[src/design/d6dwt_pkg.sv]
// d6dwt_pkg: shared constants and types for the d6 forward wavelet block
// no dependencies
`default_nettype none
package d6dwt_pkg;
  localparam int unsigned MaxLength = 64;
  localparam int unsigned NTaps = 6;
  localparam int unsigned FracBits = 17;
  localparam int unsigned WorkW = 24;
  localparam int unsigned TapW = 18;
  localparam int unsigned AccW = 48;

  function automatic logic signed [TapW-1:0] lo_tap(input logic [2:0] k);
    case (k)
      3'd0: lo_tap = 18'sd43604;
      3'd1: lo_tap = 18'sd105761;
      3'd2: lo_tap = 18'sd60277;
      3'd3: lo_tap = -18'sd17696;
      3'd4: lo_tap = -18'sd11199;
      3'd5: lo_tap = 18'sd4617;
      default: lo_tap = '0;
    endcase
  endfunction

  function automatic logic signed [TapW-1:0] hi_tap(input logic [2:0] k);
    case (k)
      3'd0: hi_tap = 18'sd4617;
      3'd1: hi_tap = 18'sd11199;
      3'd2: hi_tap = -18'sd17696;
      3'd3: hi_tap = -18'sd60277;
      3'd4: hi_tap = 18'sd105761;
      3'd5: hi_tap = -18'sd43604;
      default: hi_tap = '0;
    endcase
  endfunction

  typedef enum logic [2:0] {
    OpIdle,
    OpLoad,
    OpClear,
    OpMac,
    OpWrite,
    OpCopy,
    OpEmit
  } op_e;

  typedef struct packed {
    op_e        op;
    logic [5:0] rd_addr;
    logic [5:0] wr_addr;
    logic [5:0] wr_addr_hi;
    logic [2:0] tap;
    logic       last;
  } cmd_t;
endpackage
`default_nettype wire

[src/design/d6dwt_ctrl.sv]
// d6dwt_ctrl: sequencer for loading, per-level filtering, copy-back and drain
// depends on d6dwt_pkg
`default_nettype none
module d6dwt_ctrl #(
  parameter int unsigned MaxLength = d6dwt_pkg::MaxLength
) (
  input  wire             clk_i,
  input  wire             rst_ni,
  input  wire             start_i,
  input  wire             cfg_valid_i,
  input  wire  [2:0]      cfg_data_i,
  output logic            busy_o,
  output d6dwt_pkg::cmd_t cmd_o
);
  localparam int unsigned MaxLog = (MaxLength >= 64) ? 6 : $clog2(MaxLength + 1) - 1;

  typedef enum logic [2:0] {
    StLoad, StClear, StMac, StWrite, StCopy, StEmit, StWait
  } state_e;

  state_e     state_q;
  logic [2:0] lg_q;
  logic [6:0] cnt_q;
  logic [6:0] j_q;
  logic [6:0] i_q;
  logic [2:0] k_q;
  logic [2:0] wait_q;
  logic [6:0] n;
  logic [2:0] lg_eff;

  always_comb begin
    lg_eff = lg_q;
    if (lg_eff < 3'd1) lg_eff = 3'd1;
    if (lg_eff > 3'(MaxLog)) lg_eff = 3'(MaxLog);
    n = 7'd1 << lg_eff;
  end

  assign busy_o = (state_q != StLoad);

  always_ff @(posedge clk_i or negedge rst_ni) begin
    if (!rst_ni) begin
      state_q <= StLoad;
      lg_q    <= 3'd6;
      cnt_q   <= '0;
      j_q     <= '0;
      i_q     <= '0;
      k_q     <= '0;
      wait_q  <= '0;
      cmd_o   <= '0;
    end else begin
      cmd_o <= '0;
      if (cfg_valid_i) begin
        lg_q  <= cfg_data_i;
        cnt_q <= '0;
      end
      case (state_q)
        StLoad: begin
          if (start_i && !cfg_valid_i) begin
            cmd_o.op      <= d6dwt_pkg::OpLoad;
            cmd_o.wr_addr <= cnt_q[5:0];
            if (cnt_q + 7'd1 >= n) begin
              cnt_q   <= '0;
              j_q     <= n;
              i_q     <= '0;
              state_q <= StClear;
            end else begin
              cnt_q <= cnt_q + 7'd1;
            end
          end
        end
        StClear: begin
          cmd_o.op <= d6dwt_pkg::OpClear;
          k_q      <= '0;
          state_q  <= StMac;
        end
        StMac: begin
          cmd_o.op      <= d6dwt_pkg::OpMac;
          cmd_o.tap     <= k_q;
          cmd_o.rd_addr <= 6'((i_q + 7'(k_q)) & (j_q - 7'd1));
          if (k_q == 3'd5) state_q <= StWrite;
          else k_q <= k_q + 3'd1;
        end
        StWrite: begin
          // first slot waits so the final product lands
          if (wait_q == 3'd0) begin
            wait_q <= 3'd1;
          end else begin
            wait_q           <= '0;
            cmd_o.op         <= d6dwt_pkg::OpWrite;
            cmd_o.wr_addr    <= 6'(i_q >> 1);
            cmd_o.wr_addr_hi <= 6'((i_q >> 1) + (j_q >> 1));
            if (i_q + 7'd2 >= j_q) begin
              i_q     <= '0;
              state_q <= StCopy;
            end else begin
              i_q     <= i_q + 7'd2;
              state_q <= StClear;
            end
          end
        end
        StCopy: begin
          // first slot lets the last level write settle
          if (wait_q == 3'd0) begin
            wait_q <= 3'd1;
          end else begin
            cmd_o.op      <= d6dwt_pkg::OpCopy;
            cmd_o.rd_addr <= i_q[5:0];
            cmd_o.wr_addr <= i_q[5:0];
            if (i_q + 7'd1 >= j_q) begin
              i_q    <= '0;
              j_q    <= j_q >> 1;
              wait_q <= '0;
              if (j_q == 7'd2) state_q <= StEmit;
              else state_q <= StClear;
            end else begin
              i_q <= i_q + 7'd1;
            end
          end
        end
        StEmit: begin
          // first slot lets the last copy beat settle
          if (wait_q == 3'd0) begin
            wait_q <= 3'd1;
          end else begin
            cmd_o.op      <= d6dwt_pkg::OpEmit;
            cmd_o.rd_addr <= i_q[5:0];
            cmd_o.wr_addr <= i_q[5:0];
            cmd_o.last    <= (i_q + 7'd1 == n);
            if (i_q + 7'd1 >= n) begin
              i_q     <= '0;
              wait_q  <= '0;
              state_q <= StWait;
            end else begin
              i_q <= i_q + 7'd1;
            end
          end
        end
        StWait: begin
          if (wait_q == 3'd3) begin
            wait_q  <= '0;
            state_q <= StLoad;
          end else begin
            wait_q <= wait_q + 3'd1;
          end
        end
        default: state_q <= StLoad;
      endcase
    end
  end
endmodule
`default_nettype wire

[config.mk]
export PLATFORM = sky130hd
export DESIGN_NAME = d6dwt_ctrl
export DESIGN_NICKNAME = d
export VERILOG_FILES = /design/src/design/d6dwt_pkg.sv /design/src/design/d6dwt_ctrl.sv
export SDC_FILE = /design/constraint.sdc
export NUM_CORES = 1
export LEC_CHECK = 0
export BUFFER_PORTS_ARGS = -buffer_cell sky130_fd_sc_hd__buf_2
export CORE_MARGIN = 2
export CORE_UTILIZATION = 50
export CTS_CLUSTER_DIAMETER = 30
export CTS_CLUSTER_SIZE = 14
export DETAILED_ROUTE_END_ITERATION = 12
export PLACE_DENSITY = 0.68
export SLEW_MARGIN = 0
export SYNTH_ARGS = -nofsm -noshare
export SYNTH_HDL_FRONTEND = slang
export SYNTH_SLANG_ARGS = --single-unit
[constraint.sdc]
create_clock -name clk_i -period 3.8 [get_ports clk_i]
set_input_delay 0.38 -clock clk_i [delete_from_list [all_inputs] [get_ports clk_i]]
set_output_delay 0.38 -clock clk_i [all_outputs]
set_load 0.02 [all_outputs]
==> impl_summary.log, run 1 <==
[metrics] Peak VDD IR: 0.000286 V
[metrics] violation count after the first detailed-routing iteration: 211
[metrics] Commonest cells post-synth: sky130_fd_sc_hd__dfrtp_1 (56), sky130_fd_sc_hd__nand2_1 (46), sky130_fd_sc_hd__ha_1 (43)
[metrics] power per unit of standard cell area: 772 mW/mm2
[metrics] Max transition margin: 0.569
[metrics] final net count: 503
[metrics] share of cells above drive strength 1: 0.173
[metrics] Netlist cell types: 78
[metrics] worst-case setup slack after placement: 0.422 ns
[metrics] highest achievable clock rate: 286 MHz
[metrics] gate count of the mapped netlist: 418
[metrics] hold_ws: 0.00304 ns
[metrics] class of the tightest hold or removal check: in2async
[metrics] GP Congestion: 0.938
[metrics] DIE AREA: 0.00887 mm2
[metrics] pin count of the biggest net entering global routing: 37
[metrics] # IOs: 33
[metrics] TritonCTS clock tree: built
[metrics] Avg Cell Area, Syn: 9.73 um2
[metrics] std cell rows: 32
[metrics] setup violation total in the final timing report: 0
[metrics] root buffer cell: sky130_fd_sc_hd__clkbuf_8
[metrics] number of storage elements in the synthesis netlist: 58
[metrics] Period Utilization, post-route: 0.920
[metrics] share of flip-flops with an asynchronous set or reset: 1.00
[metrics] Longest Clk Path Bufs: 2
[metrics] DRT antenna net count: 0
[metrics] Area contributors post-synth: sky130_fd_sc_hd__dfrtp_1 (34%), sky130_fd_sc_hd__ha_1 (13%), sky130_fd_sc_hd__nand2_1 (4.2%)
[metrics] vias in the first global route: 3261
[metrics] CTS sink cnt: 58
[metrics] # hold bufs at CTS: 0
[metrics] pins over their slew limit: 0
[metrics] endpoint required time on the critical path: 4.09 ns
[metrics] Global Route Usage Sum: 0.242
[metrics] total CTS buffers: 9
[metrics] Routed met2 length: 4.73 mm
[metrics] H-tree levels: 3
[metrics] worst setup path class: reg2reg
[metrics] RSZ-0062 raised after global routing: no
[metrics] setup TNS after final layout: 0 ns
[metrics] synth warn: 0
[metrics] run status: finished clean
[metrics] first-pass GRT wire length: 16.4 mm
[metrics] starting density of the core: 0.521
[metrics] setup skew after layout: 0.00712 ns
[metrics] fin worst setup slack: 0.303 ns
[metrics] total count of hold-check failures in the final report: 0
[metrics] Placeable Area: 0.00781 mm2
[metrics] worst skew pair latency: 0.34 ns
[metrics] detailed-routing wirelength on met1: 4.49 mm
[metrics] number of post-CTS setup repair buffers: 0
[metrics] remaining routing DRC violations: 0
[metrics] number of filler cells placed in the layout: 719
[metrics] Synth-to-Final Area Change: 10.1%
[metrics] first-pass iteration count of the detailed router: 5
[metrics] static power due to leakage: 2.17 nW
[metrics] post-detailed-route wirelength per cell: 17.8 um
[metrics] initial antenna violation count: 0
[metrics] estimated wirelength of the detail-placed design: 7.52 mm
[metrics] worst-path fanout max: 11
[metrics] post-layout util: 0.573
[metrics] crit path DAT: 3.78 ns
[metrics] number of antenna repair diodes: 0
[metrics] via/cell ratio: 6.00
[metrics] topmost layer with routed signal wires: met4
[metrics] die width: 94.2 um
[metrics] clock-pin slew on the worst setup and hold paths: 0.07 ns
[metrics] most area-hungry cell type in the Yosys netlist: sky130_fd_sc_hd__dfrtp_1
[metrics] count of flip-flops with a built-in enable after synthesis: 0
[metrics] sequential-to-total area share from yosys stat: 0.358
[metrics] count leader, synth: sky130_fd_sc_hd__dfrtp_1
[metrics] quantity of I/O buffers inserted on ports: 32
[metrics] grt total ovfl: 0
[metrics] post-CTS resize count: 0
[metrics] overall die height: 94.2 um
[metrics] main flop type after synthesis: sky130_fd_sc_hd__dfrtp_1
[metrics] kind of end point of the critical path: register
[metrics] number of vias after detailed routing: 3350
[metrics] total met3 wirelength after detailed routing: 477 um
[metrics] Maximum Capacitance Violations: 0
[metrics] worst-margin pin slew: 0.645 ns
[metrics] final critical path time including I/O delays and setup: 3.50 ns
[metrics] post-synthesis instance area: 0.00407 mm2
[metrics] area fraction of the dominant cell type after synthesis: 0.345
[metrics] startpoint type of the worst setup path: register
[metrics] Detailed Route WL: 9.93 mm
==> placed cells by master (no fill, tap or decap), types with 4 or more instances in the layout <==
master,instances
sky130_fd_sc_hd__o21a_1,4
sky130_fd_sc_hd__nand3_1,10
sky130_fd_sc_hd__a22oi_1,5
sky130_fd_sc_hd__and3_1,9
sky130_fd_sc_hd__buf_2,32
sky130_fd_sc_hd__a221o_1,5
sky130_fd_sc_hd__nor3_1,11
sky130_fd_sc_hd__mux2_2,5
sky130_fd_sc_hd__nor2_1,20
sky130_fd_sc_hd__dfrtp_1,56
sky130_fd_sc_hd__buf_4,7
sky130_fd_sc_hd__and2_1,5
sky130_fd_sc_hd__a31oi_1,4
sky130_fd_sc_hd__nand2b_1,7
sky130_fd_sc_hd__inv_1,19
sky130_fd_sc_hd__a21oi_1,17
sky130_fd_sc_hd__a21o_1,5
sky130_fd_sc_hd__nand2_1,46
sky130_fd_sc_hd__o21ai_0,16
sky130_fd_sc_hd__ha_1,43
sky130_fd_sc_hd__a32o_1,6
sky130_fd_sc_hd__xor2_1,4
sky130_fd_sc_hd__xnor2_1,18
sky130_fd_sc_hd__nor2b_1,6
sky130_fd_sc_hd__clkbuf_8,10
sky130_fd_sc_hd__mux2_1,4
sky130_fd_sc_hd__o31ai_1,4
==> logic make-up (layout without fill, tap and decap cells) <==
logic type	count (synthesis)	count (layout)	synth area share
mux	11	11	0.0299
simple gates	138	138	0.175
fa+ha+maj	46	46	0.145
flops	58	58	0.358
xor+xnor	23	23	0.0542
buf+inv	37	74	0.0449
other cells	1	2	0.000922
compound gates	104	104	0.192
==> worst paths after layout <==
path / from / end / slack, ns / cells after the start
min in group clk_i: cfg_data_i[2] / lg_q[2] / 0.27 / 2
min: rst_ni / cmd_o[8] / 0.003 / 1
min reg2reg: wait_q[1] / wait_q[1] / 0.54 / 1
max in group asynchronous: rst_ni / wait_q[2] / 2.95 / 2
max reg2reg: i_q[1] / i_q[3] / 0.30 / 11
max: i_q[1] / i_q[3] / 0.30 / 11
==> layout make-up <==
type	count	area [um2]	share of cell area
clock buffers	10	138	0.0307
clock inverters	6	41.3	0.00922
inverters	19	71.3	0.0159
multi-input cells	324	2430	0.543
flip-flops and latches	58	1450	0.325
well taps	102	128	0.0285
repair buffers	39	213	0.0475
==> routing by layer <==
layer / track usage / vias to the layer above
met5: 0 / -
met4: 0.0930 / 0
met3: 0.0361 / 21
met2: 0.401 / 125
met1: 0.319 / 1610
li1: - / 1594
==> worst max-delay path: stages (launching register included) <==
cell	delay, ns
sky130_fd_sc_hd__dfrtp_1	0.57
sky130_fd_sc_hd__ha_1	0.36
sky130_fd_sc_hd__nand3_1	0.19
sky130_fd_sc_hd__xnor2_1	0.19
sky130_fd_sc_hd__ha_1	0.32
sky130_fd_sc_hd__a211o_1	0.34
sky130_fd_sc_hd__o221ai_2	0.20
sky130_fd_sc_hd__a21oi_2	0.06
sky130_fd_sc_hd__or3_1	0.44
sky130_fd_sc_hd__nor3b_1	0.20
sky130_fd_sc_hd__a2111oi_0	0.41
sky130_fd_sc_hd__a211o_1	0.16
==> through the flow <==
| step | cell area (um2) | std cells | total power, W |
|---|---|---|---|
| floorplan | 4070 | 419 | 0.00239 |
| global placement | 4300 | 542 | 0.00285 |
| detailed placement | 4300 | 542 | 0.00290 |
| CTS | 4480 | 558 | 0.00344 |
| global route | 4480 | 558 | 0.00372 |
| finish | 4480 | 558 | 0.00345 |
==> sequential cells by signal, summed over array words and instances, names as in the netlist <==
name,count
cmd_o,25
cnt_q,7
i_q,7
j_q,7
k_q,3
lg_q,3
state_q,3
wait_q,3
==> where the power goes <==
group          internal [W]  switching, W
Combinational      0.000791       0.00118
Sequential         0.000766      0.000198
Clock              0.000254      0.000271
Total               0.00181       0.00164
Note: power is estimated with default switching activity, not from simulation.
==> inputs of run 2 (changes only) <==
Settings changed: ABC_AREA set to 1.
==> run 2 against run 1 <==
Compared with the run above:
- register-to-register slack better by 0.50 ns
- sequential share of layout area down 0.56 points
- core utilization decreased by 1.0 points
- non-clock buffer count fell by 6
- first-iteration DRC count up 34%
- combinational power decreased by 34%
- count of clock-buffer cells in the layout is the same
- critical path depth up 3
- largest cell class unchanged
- largest power group unchanged
==> impl_summary.log, run 2 <==
[metrics] run status: finished clean
[metrics] number of antenna repair diodes: 0
[metrics] worst-path fanout max: 10
[metrics] TritonCTS clock tree: built
[metrics] DRT antenna net count: 0
[metrics] estimated wirelength of the detail-placed design: 7.97 mm
[metrics] GP Congestion: 0.920
[metrics] kind of end point of the critical path: register
[metrics] Avg Cell Area, Syn: 7.82 um2
[metrics] RSZ-0062 raised after global routing: no
[metrics] Placeable Area: 0.00809 mm2
[metrics] share of cells above drive strength 1: 0.149
[metrics] main flop type after synthesis: sky130_fd_sc_hd__dfrtp_1
[metrics] power per unit of standard cell area: 591 mW/mm2
[metrics] Synth-to-Final Area Change: 10.8%
[metrics] first-pass iteration count of the detailed router: 5
[metrics] Global Route Usage Sum: 0.259
[metrics] Area contributors post-synth: sky130_fd_sc_hd__dfrtp_1 (34%), sky130_fd_sc_hd__nand2_1 (13%), sky130_fd_sc_hd__ha_1 (13%)
[metrics] highest achievable clock rate: 333 MHz
[metrics] count of flip-flops with a built-in enable after synthesis: 0
[metrics] violation count after the first detailed-routing iteration: 282
[metrics] setup TNS after final layout: 0 ns
[metrics] Longest Clk Path Bufs: 2
[metrics] DIE AREA: 0.00896 mm2
[metrics] worst-margin pin slew: 0.812 ns
[metrics] first-pass GRT wire length: 17.7 mm
[metrics] Netlist cell types: 43
[metrics] Max transition margin: 0.459
[metrics] # hold bufs at CTS: 0
[metrics] Top reg by flops: cmd_o
[metrics] grt total ovfl: 0
[metrics] final critical path time including I/O delays and setup: 3.00 ns
[metrics] total CTS buffers: 9
[metrics] most frequent standard cell in the layout excluding fill and tap cells: sky130_fd_sc_hd__nand2_1
[metrics] remaining routing DRC violations: 0
[metrics] overall die height: 94.7 um
[metrics] number of storage elements in the synthesis netlist: 58
[metrics] highest-count cells in the layout ignoring fill and taps: sky130_fd_sc_hd__nand2_1 (146), sky130_fd_sc_hd__dfrtp_1 (56), sky130_fd_sc_hd__inv_1 (55)
[metrics] post-synthesis instance area: 0.00411 mm2
[metrics] class of the tightest hold or removal check: in2async
[metrics] Maximum Capacitance Violations: 0
[metrics] Largest register FFs: 25
[metrics] initial antenna violation count: 0
[metrics] worst skew pair latency: 0.35 ns
[metrics] post-detailed-route wirelength per cell: 15.8 um
[metrics] number of post-CTS setup repair buffers: 0
[metrics] share of flip-flops with an asynchronous set or reset: 1.00
[metrics] # IOs: 33
[metrics] number of vias after detailed routing: 3708
[metrics] starting density of the core: 0.508
[metrics] total count of hold-check failures in the final report: 0
[metrics] setup violation total in the final timing report: 0
[metrics] die width: 94.7 um
[metrics] gate count of the mapped netlist: 526
[metrics] pins over their slew limit: 0
[metrics] final net count: 616
[metrics] startpoint type of the worst setup path: register
[metrics] crit path DAT: 3.26 ns
[metrics] post-CTS resize count: 0
[metrics] pin count of the biggest net entering global routing: 37
[metrics] endpoint required time on the critical path: 4.06 ns
[metrics] clock-pin slew on the worst setup and hold paths: 0.08 ns
[metrics] root buffer cell: sky130_fd_sc_hd__clkbuf_8
[metrics] Period Utilization, post-route: 0.790
[metrics] CTS sink cnt: 58
[metrics] static power due to leakage: 2.48 nW
[metrics] synth warn: 0
[metrics] sequential-to-total area share from yosys stat: 0.354
[metrics] most area-hungry cell type in the Yosys netlist: sky130_fd_sc_hd__dfrtp_1
[metrics] Commonest cells post-synth: sky130_fd_sc_hd__nand2_1 (146), sky130_fd_sc_hd__dfrtp_1 (56), sky130_fd_sc_hd__inv_1 (55)
[metrics] Detailed Route WL: 10.6 mm
[metrics] std cell rows: 33
[metrics] via/cell ratio: 5.50
[metrics] Total Power: 0.00269 W
[metrics] vias in the first global route: 3538
[metrics] H-tree levels: 3
[metrics] setup skew after layout: 0.0127 ns
[metrics] area fraction of the dominant cell type after synthesis: 0.341
[metrics] Peak VDD IR: 0.000257 V
[metrics] quantity of I/O buffers inserted on ports: 32
[metrics] worst setup path class: reg2reg
[metrics] count leader, synth: sky130_fd_sc_hd__nand2_1
-- run 2: worst paths after layout --
| kind | start | to | slack [ns] | cells after the start |
|---|---|---|---|---|
| min in group clk_i | cfg_data_i[1] | lg_q[1] | 0.25 | 3 |
| min | rst_ni | cmd_o[12] | 0.13 | 1 |
| min reg2reg | wait_q[2] | wait_q[2] | 0.51 | 2 |
| max in group asynchronous | rst_ni | j_q[1] | 2.85 | 2 |
| max | i_q[1] | wait_q[0] | 0.80 | 14 |
| max reg2reg | i_q[1] | wait_q[0] | 0.80 | 14 |
-- run 2: layer usage --
metal,share of wire,GRT usage
met1,0.43,0.335
met2,0.47,0.437
met3,0.066,0.0359
met4,0.026,0.104
met5,0,0
-- run 2: cell type report --
cell class,count,area (um2)
flip-flops and latches,58,1450
clock buffers,10,138
fillers,780,3540
inverters,68,260
well taps,105,131
multi-input cells,394,2360
clock inverters,6,41.3
repair buffers,33,168
-- run 2: cell families after synthesis --
logic type	after synthesis	synth area share
DFF	58	0.354
AOI/OAI and AO/OA	61	0.0919
xor gates and xnor gates	20	0.0426
buffers and inverters	75	0.0724
and+or+nand+nor	266	0.298
other	1	0.000912
adders and majority gates	45	0.141
-- run 2: per-stage QoR --
stage | hold slack (ns) | cell area (um2) | instances | setup WS [ns] | utilization
2_1_floorplan | 0.0844 | 4120 | 527 | 1.30 | -
3_3_place_gp | 0.486 | 4380 | 658 | 0.977 | 0.541
3_5_place_dp | 0.501 | 4380 | 658 | 0.846 | 0.541
4_1_cts | 0.148 | 4560 | 674 | 0.804 | 0.563
5_1_grt | 0.179 | 4560 | 674 | 0.467 | 0.563
6_report | 0.125 | 4560 | 674 | 0.800 | 0.563
-- run 2: power breakdown --
group          switching [W]  internal (W)
sequential          0.000142      0.000717
combinational       0.000896      0.000410
clock               0.000274      0.000254
-- run 2: critical path, stage by stage (launching register included) --
cell                       delay [ns]
sky130_fd_sc_hd__dfrtp_1         0.58
sky130_fd_sc_hd__ha_1            0.25
sky130_fd_sc_hd__nand2_1         0.06
sky130_fd_sc_hd__inv_1           0.09
sky130_fd_sc_hd__nand2_1         0.08
sky130_fd_sc_hd__nor3_1          0.19
sky130_fd_sc_hd__xor2_1          0.29
sky130_fd_sc_hd__ha_1            0.32
sky130_fd_sc_hd__a21oi_1         0.13
sky130_fd_sc_hd__o21ai_0         0.09
sky130_fd_sc_hd__a21oi_1         0.22
sky130_fd_sc_hd__nand2_1         0.13
sky130_fd_sc_hd__o211ai_1        0.32
sky130_fd_sc_hd__nand2_1         0.09
sky130_fd_sc_hd__o21ai_0         0.08
==> inputs of run 3 (changes only) <==
Settings changed: PLACE_DENSITY 0.68 to 0.71.
Clock period 3.8 ns to 2.53 ns, I/O delays scaled along.
==> run 3 against run 2 <==
Compared with the run above:
- the flow now finishes with violations (negative setup slack)
- clock skew is 0.0012 ns lower
- maximum frequency grew 18%
- critical path depth up 1
- count of clock-buffer cells in the layout decreased by 1
- first-iteration DRC count is 5.7% lower
==> impl_summary.log, run 3 (same netlist as run 2, synthesis figures left out) <==
[metrics] estimated wirelength of the detail-placed design: 8.24 mm
[metrics] cell count after placement: 681
[metrics] setup violation total in the final timing report: 2
[metrics] setup skew after layout: 0.0115 ns
[metrics] Period Utilization, post-route: 1.01
[metrics] vias in the first global route: 3724
[metrics] total CTS buffers: 9
[metrics] Top reg by flops: cmd_o
[metrics] delay contributed by the slowest stage of the critical path: 0.39 ns
[metrics] starting density of the core: 0.508
[metrics] Maximum Capacitance Violations: 0
[metrics] most prevalent standard cell on the critical path: sky130_fd_sc_hd__nand2_2
[metrics] endpoint required time on the critical path: 2.80 ns
[metrics] H-tree levels: 3
[metrics] remaining routing DRC violations: 0
[metrics] static power due to leakage: 2.70 nW
[metrics] root buffer cell: sky130_fd_sc_hd__clkbuf_8
[metrics] Peak VDD IR: 0.000467 V
[metrics] post-detailed-route wirelength per cell: 15.8 um
[metrics] quantity of I/O buffers inserted on ports: 32
[metrics] class of the tightest hold or removal check: in2reg
[metrics] Global Route Usage Sum: 0.259
[metrics] total count of hold-check failures in the final report: 0
[metrics] Largest register FFs: 25
[metrics] Synth-to-Final Area Change: 21.9%
[metrics] Sequential Area: 0.00145 mm2
[metrics] Longest Clk Path Bufs: 2
[metrics] startpoint type of the worst setup path: register
[metrics] worst setup path class: reg2reg
[metrics] violation count after the first detailed-routing iteration: 266
[metrics] Detailed Route WL: 11.1 mm
[metrics] clock-pin slew on the worst setup and hold paths: 0.07 ns
[metrics] number of antenna repair diodes: 0
[metrics] Placeable Area: 0.00809 mm2
[metrics] die width: 94.7 um
[metrics] via/cell ratio: 5.61
[metrics] DIE AREA: 0.00896 mm2
[metrics] std cell rows: 33
[metrics] most frequent standard cell in the layout excluding fill and tap cells: sky130_fd_sc_hd__nand2_1
[metrics] TritonCTS clock tree: built
[metrics] Multi-input gate area: 0.00255 mm2
[metrics] first-pass iteration count of the detailed router: 5
[metrics] # IOs: 33
[metrics] number of vias after detailed routing: 3947
[metrics] crit path DAT: 2.82 ns
[metrics] first-pass GRT wire length: 17.8 mm
[metrics] Total Power: 0.00448 W
[metrics] setup TNS after final layout: -0.0209 ns
[metrics] DRT antenna net count: 0
[metrics] final net count: 647
[metrics] grt total ovfl: 0
[metrics] cell with the largest stage delay on the worst path: sky130_fd_sc_hd__dfrtp_1
[metrics] worst skew pair latency: 0.34 ns
[metrics] overall die height: 94.7 um
[metrics] GP Congestion: 1.00
[metrics] final critical path time including I/O delays and setup: 2.54 ns
[metrics] run status: complete, but fails checks
[metrics] CP bufs+invs: 2
[metrics] pins over their slew limit: 0
[metrics] worst-path fanout max: 8
[metrics] logic depth of the worst setup path including buffers: 15
[metrics] highest achievable clock rate: 393 MHz
[metrics] kind of end point of the critical path: register
[metrics] share of cells above drive strength 1: 0.245
[metrics] pin count of the biggest net entering global routing: 25
[metrics] initial antenna violation count: 0
[metrics] violated checks: negative setup slack
[metrics] worst-case reg-to-reg path depth: 15
[metrics] highest-count cells in the layout ignoring fill and taps: sky130_fd_sc_hd__nand2_1 (134), sky130_fd_sc_hd__dfrtp_1 (56), sky130_fd_sc_hd__inv_1 (52)
[metrics] worst hold path stage count: 3
[metrics] worst-case setup slack after placement: -0.123 ns
[metrics] dominant delay contributor by cell family on the critical path: simple AND/OR/NAND/NOR gates
[metrics] number of filler cells placed in the layout: 711
[metrics] power per unit of standard cell area: 893 mW/mm2
[metrics] Post-Layout Cell Count: 704
[metrics] RSZ-0062 raised after global routing: yes
[metrics] fin worst setup slack: -0.0138 ns
[metrics] hold_ws: 0.121 ns
[metrics] CP cell instances: ha_2, nand2_1, inv_2, buf_4, nor2_2, ha_1, a21oi_1, o21ai_0, a21oi_2, nand2_2, nand2_2, nand2_4, nand3_4, nand2_2, nand2_1
[metrics] CTS sink cnt: 58
[run 3: cell count changes in the layout (fill, tap and decap cells not counted), moves of 3 or more]
| cell | previous run | this run |
|---|---|---|
| sky130_fd_sc_hd__nand2_4 | 1 | 4 |
| sky130_fd_sc_hd__xor2_1 | 16 | 13 |
| sky130_fd_sc_hd__ha_1 | 43 | 38 |
| sky130_fd_sc_hd__a21oi_1 | 18 | 14 |
| sky130_fd_sc_hd__a21oi_2 | 2 | 6 |
| sky130_fd_sc_hd__nand2_2 | 6 | 15 |
| sky130_fd_sc_hd__buf_4 | 1 | 30 |
| sky130_fd_sc_hd__inv_1 | 55 | 52 |
| sky130_fd_sc_hd__nand3_1 | 44 | 41 |
| sky130_fd_sc_hd__ha_4 | 0 | 4 |
| sky130_fd_sc_hd__nand2_1 | 146 | 134 |
[run 3: timing repair]
item                                   CTS  global route
setup endpoints to repair               14            20
hold buffers                             1             0
endpoints found under the hold margin    9             0
gates resized for setup                  8            36
pin swaps                                4            11
buffers inserted                         2             5
[run 3: area by class of cell]
class | instances | share of cell area
inverter | 68 | 0.0524
timing repair buffer | 64 | 0.0811
clock inverter | 6 | 0.0165
clock buffer | 9 | 0.0247
sequential | 58 | 0.290
multi-input combinational | 394 | 0.509
tap | 105 | 0.0262
[run 3: power breakdown]
part | total [W] | internal (W) | switching [W]
Sequential | 0.00123 | 0.00108 | 0.000156
Combinational | 0.00232 | 0.000770 | 0.00155
Clock | 0.000927 | 0.000543 | 0.000384
[run 3: stage by stage]
step	utilization	instance area, um2
final	0.619	5010
after global routing	0.619	5010
after CTS	0.595	4820
after detailed placement	0.562	4550
after global placement	0.562	4550
after floorplan	-	4120
[run 3: worst paths after layout]
path	slack, ns	endpoint	from
max in group asynchronous	1.56	j_q[5]	rst_ni
min	0.12	lg_q[0]	cfg_data_i[0]
min reg2reg	0.51	wait_q[2]	wait_q[2]
min in group asynchronous	0.33	i_q[5]	rst_ni
max	-0.01	j_q[6]	i_q[0]
max reg2reg	-0.01	j_q[6]	i_q[0]
[run 3: layer usage]
metal | global-route usage | vias to the layer above | share of wire
met2 | 0.413 | 172 | 0.46
met5 | 0 | - | 0
met3 | 0.0415 | 43 | 0.071
li1 | - | 1876 | -
met1 | 0.341 | 1856 | 0.42
met4 | 0.133 | 0 | 0.047
[run 3: worst register-to-register path, stage by stage, from the launching register on]
cell and delay [ns]:
sky130_fd_sc_hd__dfrtp_1 0.39, sky130_fd_sc_hd__ha_2 0.19, sky130_fd_sc_hd__nand2_1 0.08, sky130_fd_sc_hd__inv_2 0.05
sky130_fd_sc_hd__buf_4 0.13, sky130_fd_sc_hd__nor2_2 0.13, sky130_fd_sc_hd__ha_1 0.32, sky130_fd_sc_hd__a21oi_1 0.19
sky130_fd_sc_hd__o21ai_0 0.16, sky130_fd_sc_hd__a21oi_2 0.24, sky130_fd_sc_hd__nand2_2 0.12, sky130_fd_sc_hd__nand2_2 0.10
sky130_fd_sc_hd__nand2_4 0.09, sky130_fd_sc_hd__nand3_4 0.15, sky130_fd_sc_hd__nand2_2 0.07, sky130_fd_sc_hd__nand2_1 0.07
